<file path="src/design/olt_pkg.sv">
// olt_pkg: shared types, sizes and codes for the ordered list table
// used by olt_cell and ordered_list_table; no dependencies
`default_nettype none

package olt_pkg;

  localparam int DEPTH      = 16;
  localparam int ELEM_WIDTH = 32;
  localparam int POS_W      = 4;
  localparam int LEN_W      = 5;

  typedef logic [ELEM_WIDTH-1:0] elem_t;
  typedef logic [POS_W-1:0]      pos_t;
  typedef logic [LEN_W-1:0]      len_t;

  // opcodes
  localparam logic [2:0] OP_ADD  = 3'd0;
  localparam logic [2:0] OP_READ = 3'd1;
  localparam logic [2:0] OP_FIND = 3'd2;
  localparam logic [2:0] OP_DEL  = 3'd3;
  localparam logic [2:0] OP_OVW  = 3'd4;

  // status codes
  localparam logic [1:0] ST_OK       = 2'd0;
  localparam logic [1:0] ST_RANGE    = 2'd1;
  localparam logic [1:0] ST_NOTFOUND = 2'd2;
  localparam logic [1:0] ST_FULL     = 2'd3;

  localparam len_t DEPTH_LEN = len_t'(DEPTH);

  // broadcast from the sequencer to every cell
  typedef struct packed {
    logic  add;
    logic  del;
    logic  ovw;
    pos_t  pos;
    elem_t value;
    len_t  count;
  } ctrl_t;

endpackage

`default_nettype wire

</file>
<file path="src/design/olt_cell.sv">
// olt_cell: one list slot; shifts with its neighbors, compares and reads
// depends on olt_pkg
`default_nettype none

module olt_cell (
  input  wire logic          clk,
  input  wire olt_pkg::pos_t idx,
  input  wire olt_pkg::ctrl_t ctrl,
  input  wire olt_pkg::elem_t up_entry,
  input  wire olt_pkg::elem_t down_entry,
  output olt_pkg::elem_t     entry,
  output logic               match,
  output olt_pkg::elem_t     rd
);

  logic live;

  assign live = {1'b0, idx} < ctrl.count;

  always_ff @(posedge clk) begin
    // add moves every slot down, delete pulls slots from pos on up
    priority if (ctrl.add) begin
      entry <= up_entry;
    end else if (ctrl.del && idx >= ctrl.pos) begin
      entry <= down_entry;
    end else if (ctrl.ovw && idx == ctrl.pos) begin
      entry <= ctrl.value;
    end
    match <= live && (entry == ctrl.value);
    rd    <= (live && idx == ctrl.pos) ? entry : '0;
  end

endmodule

`default_nettype wire

</file>
<file path="src/design/ordered_list_table.sv">
// ordered_list_table: top level, request sequencer and row of list cells
// depends on olt_pkg and olt_cell
//
// usage
//   in channel (in_valid/in_ready) carries one request word: opcode,
//   position and value. out channel (out_valid/out_ready) returns one result
//   word per request: status, read_value, found_position, length, empty_res
//   operations: add at front, read, find first match, delete, overwrite
// timing
//   the request is captured at the accepting edge; in the execute state all
//   cells shift, compare or read in parallel and register their flags; in
//   the result state the match flags are priority-encoded and the read word
//   is gathered into the output register, where out_valid rises
//   no new request is taken until the previous result is loaded; a new
//   request is taken while the previous result still waits
// stall
//   if out_ready is low the finished result sits in the output register;
//   a following request is processed but waits before loading its result
// reset
//   rst (synchronous) empties the list; slot contents are not cleared,
//   slots at or past the length are never observed
`default_nettype none

module ordered_list_table (
  input  wire logic        clk,
  input  wire logic        rst,
  input  wire logic        in_valid,
  output logic             in_ready,
  input  wire logic [2:0]  opcode,
  input  wire logic [3:0]  position,
  input  wire logic [31:0] value,
  output logic             out_valid,
  input  wire logic        out_ready,
  output logic [1:0]       status,
  output logic [31:0]      read_value,
  output logic [3:0]       found_position,
  output logic [4:0]       length,
  output logic             empty_res
);

  localparam logic [1:0] S_IDLE = 2'd0;
  localparam logic [1:0] S_EXEC = 2'd1;
  localparam logic [1:0] S_DONE = 2'd2;

  logic [1:0] state;

  // captured request
  logic           [2:0] req_op;
  olt_pkg::pos_t        req_pos;
  olt_pkg::elem_t       req_val;

  olt_pkg::len_t  count;
  logic [1:0]     st_q;

  olt_pkg::ctrl_t ctrl;
  olt_pkg::elem_t entry [olt_pkg::DEPTH];
  olt_pkg::elem_t rd    [olt_pkg::DEPTH];
  logic [olt_pkg::DEPTH-1:0] match;

  logic in_range;
  logic full;

  assign in_ready = (state == S_IDLE);
  assign in_range = {1'b0, req_pos} < count;
  assign full     = (count == olt_pkg::DEPTH_LEN);

  // cell commands only fire in the execute cycle
  always_comb begin
    ctrl.add   = (state == S_EXEC) && (req_op == olt_pkg::OP_ADD) && !full;
    ctrl.del   = (state == S_EXEC) && (req_op == olt_pkg::OP_DEL) && in_range;
    ctrl.ovw   = (state == S_EXEC) && (req_op == olt_pkg::OP_OVW) && in_range;
    ctrl.pos   = req_pos;
    ctrl.value = req_val;
    ctrl.count = count;
  end

  // row of cells: slot 0 takes the new value on add, the last slot keeps
  // its own word on delete
  for (genvar i = 0; i < olt_pkg::DEPTH; i++) begin : g_cell
    olt_pkg::elem_t up_w;
    olt_pkg::elem_t down_w;
    if (i == 0) begin : g_first
      assign up_w = req_val;
    end else begin : g_mid
      assign up_w = entry[i-1];
    end
    if (i == olt_pkg::DEPTH - 1) begin : g_last
      assign down_w = entry[i];
    end else begin : g_inner
      assign down_w = entry[i+1];
    end
    olt_cell u_cell (
      .clk        (clk),
      .idx        (olt_pkg::pos_t'(i)),
      .ctrl       (ctrl),
      .up_entry   (up_w),
      .down_entry (down_w),
      .entry      (entry[i]),
      .match      (match[i]),
      .rd         (rd[i])
    );
  end

  // first match and gathered read word from registered cell outputs
  olt_pkg::pos_t  first_pos;
  olt_pkg::elem_t rd_or;

  always_comb begin
    first_pos = '0;
    for (int i = olt_pkg::DEPTH - 1; i >= 0; i--) begin
      if (match[i]) begin
        first_pos = olt_pkg::pos_t'(i);
      end
    end
  end

  always_comb begin
    rd_or = '0;
    for (int i = 0; i < olt_pkg::DEPTH; i++) begin
      rd_or = rd_or | rd[i];
    end
  end

  // status and length for the request in flight
  logic [1:0]    st_next;
  olt_pkg::len_t count_next;

  always_comb begin
    st_next    = olt_pkg::ST_OK;
    count_next = count;
    unique case (req_op)
      olt_pkg::OP_ADD: begin
        if (full) begin
          st_next = olt_pkg::ST_FULL;
        end else begin
          count_next = count + 1'b1;
        end
      end
      olt_pkg::OP_READ, olt_pkg::OP_OVW: begin
        if (!in_range) begin
          st_next = olt_pkg::ST_RANGE;
        end
      end
      olt_pkg::OP_DEL: begin
        if (in_range) begin
          count_next = count - 1'b1;
        end else begin
          st_next = olt_pkg::ST_RANGE;
        end
      end
      default: begin
        st_next = olt_pkg::ST_OK;
      end
    endcase
  end

  logic load_out;
  assign load_out = (state == S_DONE) && (!out_valid || out_ready);

  always_ff @(posedge clk) begin
    if (rst) begin
      state     <= S_IDLE;
      count     <= '0;
      out_valid <= 1'b0;
    end else begin
      unique case (state)
        S_IDLE: begin
          if (in_valid) begin
            state <= S_EXEC;
          end
        end
        S_EXEC: begin
          count <= count_next;
          state <= S_DONE;
        end
        S_DONE: begin
          if (load_out) begin
            state <= S_IDLE;
          end
        end
        default: begin
          state <= S_IDLE;
        end
      endcase
      if (load_out) begin
        out_valid <= 1'b1;
      end else if (out_ready) begin
        out_valid <= 1'b0;
      end
    end
  end

  // payload registers
  always_ff @(posedge clk) begin
    if (in_valid && in_ready) begin
      req_op  <= opcode;
      req_pos <= position;
      req_val <= value;
    end
    if (state == S_EXEC) begin
      st_q <= st_next;
    end
    if (load_out) begin
      length         <= count;
      empty_res      <= (count == '0);
      if (req_op == olt_pkg::OP_FIND) begin
        status         <= (match != '0) ? olt_pkg::ST_OK : olt_pkg::ST_NOTFOUND;
        found_position <= (match != '0) ? first_pos : '0;
      end else begin
        status         <= st_q;
        found_position <= '0;
      end
      read_value <= (req_op == olt_pkg::OP_READ) ? rd_or : '0;
    end
  end

  a_count_bound: assert property (@(posedge clk) disable iff (rst)
    count <= olt_pkg::DEPTH_LEN)
    else $error("list length beyond depth");

  a_exec_done: assert property (@(posedge clk) disable iff (rst)
    state == S_EXEC |=> state == S_DONE)
    else $error("execute cycle not followed by result cycle");

  a_full_hold: assert property (@(posedge clk) disable iff (rst)
    (state == S_EXEC && req_op == olt_pkg::OP_ADD && full) |=> count == olt_pkg::DEPTH_LEN)
    else $error("refused add changed the length");

  a_full_len: assert property (@(posedge clk) disable iff (rst)
    (out_valid && status == olt_pkg::ST_FULL) |-> length == olt_pkg::DEPTH_LEN)
    else $error("full status with short list");

endmodule

`default_nettype wire
</file>
<file path="config.mk">
export PLATFORM = sky130hd
export DESIGN_NAME = ordered_list_table
export DESIGN_NICKNAME = d
export VERILOG_FILES = /design/src/design/olt_pkg.sv /design/src/design/olt_cell.sv /design/src/design/ordered_list_table.sv
export SDC_FILE = /design/constraint.sdc
export NUM_CORES = 2
export LEC_CHECK = 0
export BUFFER_PORTS_ARGS = -buffer_cell sky130_fd_sc_hd__buf_2
export CAP_MARGIN = 20
export CORE_UTILIZATION = 40
export DETAILED_ROUTE_END_ITERATION = 8
export GPL_ROUTABILITY_DRIVEN = 0
export SLEW_MARGIN = 20
export SYNTH_ARGS = -nofsm -noshare
export SYNTH_HDL_FRONTEND = slang
export SYNTH_HIERARCHICAL = 1
export SYNTH_SLANG_ARGS = --single-unit
</file>
<file path="constraint.sdc">
create_clock -name clk -period 4.9 [get_ports clk]
set_input_delay 0.98 -clock clk [delete_from_list [all_inputs] [get_ports clk]]
set_output_delay 0.98 -clock clk [all_outputs]
set_load 0.01 [all_outputs]
</file>
==> impl_metrics.csv <==
group,metric,value,unit
timing,setup_tns,0,ps
power,power.density,337,nW/um2
route,drt_first_iter_violations,7530,
synthesis,yosysWarnings,6,
grt,grt.overflow.total,0,
layout,final_area,66400,um2
timing,tightest_slew,1310,ps
grt,grt_max_degree,152,
synthesis,synth-seq-cells,1133,
outcome,status,"finished clean",
route,final_antenna_net_count,0,
layout,area_delta_synth_final,11.6,%
synthesis,syn_inst,6143,
timing,setup_viol,0,
layout,num_antenna_cells,0,
floorplan,core,148000,um2
synthesis,synth_ff_type,"edfxtp_1",
grt,grt_usage,29.9,%
timing,period_share,74.7,%
min_path,hold_class,"in -> reg",
floorplan,rows,141,
power,power_leakage,0.0236,uW
grt,grt_pass1_vias,48600,
timing,min_period,3660,ps
worst_setup_path,cp.arrival,4070,ps
layout,multi_input_area,26400,um2
grt,grt_pass1_wl,339000,um
timing,hold_viol,0,
route,wire_per_inst,28.4,um
placed_design,place_area,62300,um2
timing,rsz0062_at_grt,"no",
cts,postCtsHoldBufs,0,
timing,hold_ws,421,ps
route,dr.pass1.iters,6,
layout,fin_cells,8180,
floorplan,die_h,388,um
placed_design,io_buffers,88,
route,num_vias,52000,
cts,clock_path_buffers,3,
grt,antenna_found_initial,3,
cts,worstSkewPairLatency,750,ps
worst_setup_path,critical_path_class,"reg -> reg",
synthesis,avgSynthCellArea,9.68,um2
placed_design,dp_slack,1260,ps
route,drt_wl_total,232000,um
timing,max_slew_margin,12.1,%
worst_setup_path,required,5310,ps
timing,post-route-worst-setup-slack,1240,ps
floorplan,start_util,40.3,%
cts,cts_tree,"yes",
synthesis,synth_cell_types,51,
worst_setup_path,cp_max_fo,57,
floorplan,die_area,150000,um2
floorplan,die_w,388,um
layout,drive_gt1_share,9.25,%
worst_setup_path,reg2reg_slack,1240,ps
floorplan,io_pins,89,
synthesis,netlist_area,59500,um2
route,drc,0,
timing,clock_skew,33.1,ps
synthesis,synth_seq_area_share,48.2,%
layout,fillers,13800,
placed_design,hpwlAfterDp,163000,um
placed_design,dp_cells,7948,
cts,path_clk_slew,60,ps
cts,root_buffer,"clkbuf_16",
power,irDropWorstVdd,0.292,mV
cts,cts.sinks,1133,
layout,final-seq-area,28700,um2
cts,cts.repair.resized,0,
cts,htree_levels,3,
cts,cts_buffers,120,
cts,cts_setup_buffers,0,
flow_run,max-cap-violations,0,
synthesis,synth_edf_count,597,
worst_setup_path,cp-end-kind,"flop",
worst_setup_path,start_kind,"flop",
timing,fmax,0.273,GHz
synthesis,synth-async-reset-ratio,0,%
timing,slew_viol_final,0,
route,viasPerCell,6.36,
layout,nets,6305,
-- through the flow --
step	util [%]	total power (uW)
3_5_place_dp	42.2	13000
5_1_grt	44.9	22900
2_1_floorplan	-	12000
4_1_cts	44.9	22300
3_3_place_gp	42.1	12900
6_report	44.9	22400
-- sequential cells by signal, indices dropped and copies added, names as in the netlist --
signal / flops
read_value: 32
out_valid: 1
req_pos: 4
g_cell.u_cell/rd: 512
g_cell.u_cell/match: 16
req_op: 3
empty_res: 1
st_q: 2
found_position: 4
state: 2
g_cell.u_cell/entry: 512
g_cell.up_w: 32
length: 5
count: 5
status: 2
-- path summary, 6_finish.rpt --
kind              depth (start not counted)  startpoint                         end
setup / recovery                          9    count[1]  g_cell[13].u_cell/entry[8]
hold / removal                            1   value[15]          g_cell[0].up_w[15]
setup reg to reg                          9    count[1]  g_cell[13].u_cell/entry[8]
hold reg to reg                           0    count[2]                   length[2]
-- cell usage after synthesis, drive strengths merged (49+ instances only) --
cell type	count	share of area, %
a211o	49	0.80
a21oi	518	4.4
buf	65	1.2
clkbuf	468	3.0
dfxtp	536	18
edfxtp	597	30
ha	118	2.5
inv	651	4.1
nand2	1029	6.5
nand4	64	0.67
nor2	49	0.31
nor4	260	2.7
o2111ai	512	7.5
o311ai	513	7.8
xor2	512	7.5
-- worst max-delay path, stage by stage (launching register included) --
cell,delay [ps]
dfxtp_1,430
inv_1,110
ha_1,310
a2111o_1,390
and2_4,170
nor3_2,410
buf_12,350
o21a_4,510
a211o_1,190
buf_4,300
-- metal layers --
metal  wire length (um)  global-route usage (%)  vias to the layer above  share of wire (%)
met2             100000                    44.0                     3348                 43
met3              23500                    5.41                      538                 10
met1              91000                    39.9                    25500                 39
li1                   -                       -                    22600                  -
met5                 10                       0                        -             0.0043
met4              17800                    20.4                        2                7.7
-- placed cells by master (no fill, tap or decap), types with 4 or more instances in the layout --
cell          n
buf_12       33
nor2b_1      20
nor2_2       16
a21o_1       17
o311ai_0     48
clkbuf_1     27
edfxtp_1    597
o21a_4       16
o21ai_0       4
buf_2        88
clkinv_2     31
and4_4       16
a211o_1      43
o2111ai_1   512
inv_1       641
o211a_1      16
buf_4       161
a211o_4       5
inv_2         9
nand2_1    1029
dfxtp_1     536
xor2_1      512
a21oi_1     518
nand2b_1     22
bufinv_16     5
o311ai_2     22
clkinv_1      5
and2_1       34
nor4_1      259
a211oi_1     19
nor2_1       32
ha_1        118
o311ai_1    443
xnor2_1       5
clkbuf_16   131
conb_1      128
clkbuf_8     21
nand4_1      64
-- final cells by class --
cell class                      count  area share, %
Timing Repair Buffer              285           3.55
Tap cell                         1930           3.64
Clock buffer                      179           5.53
Clock inverter                     50          0.599
Multi-Input combinational cell   3952           39.8
Inverter                          651           3.68
Sequential cell                  1133           43.2
-- power by group --
part	internal, uW	total, uW	switching [uW]
Combinational	716	2480	1760
Clock	5430	9460	4030
Sequential	10200	10400	249
Total	16300	22400	6040
-- logic make-up (layout without fill, tap and decap cells) --
kind of cell	Yosys count	in the layout	share of synthesized area, %
AOI/OAI and AO/OA	1673	1673	21.8
xor gates and xnor gates	517	517	7.61
adders and majority gates	119	119	2.52
buffers and inverters	1184	1165	8.28
DFF	1133	1133	48.2
muxes	2	2	0.0337
other	2	128	0.0126
and+or+nand+nor	1513	1513	11.5
No activity file was read; power rests on OpenSTA's default activity.
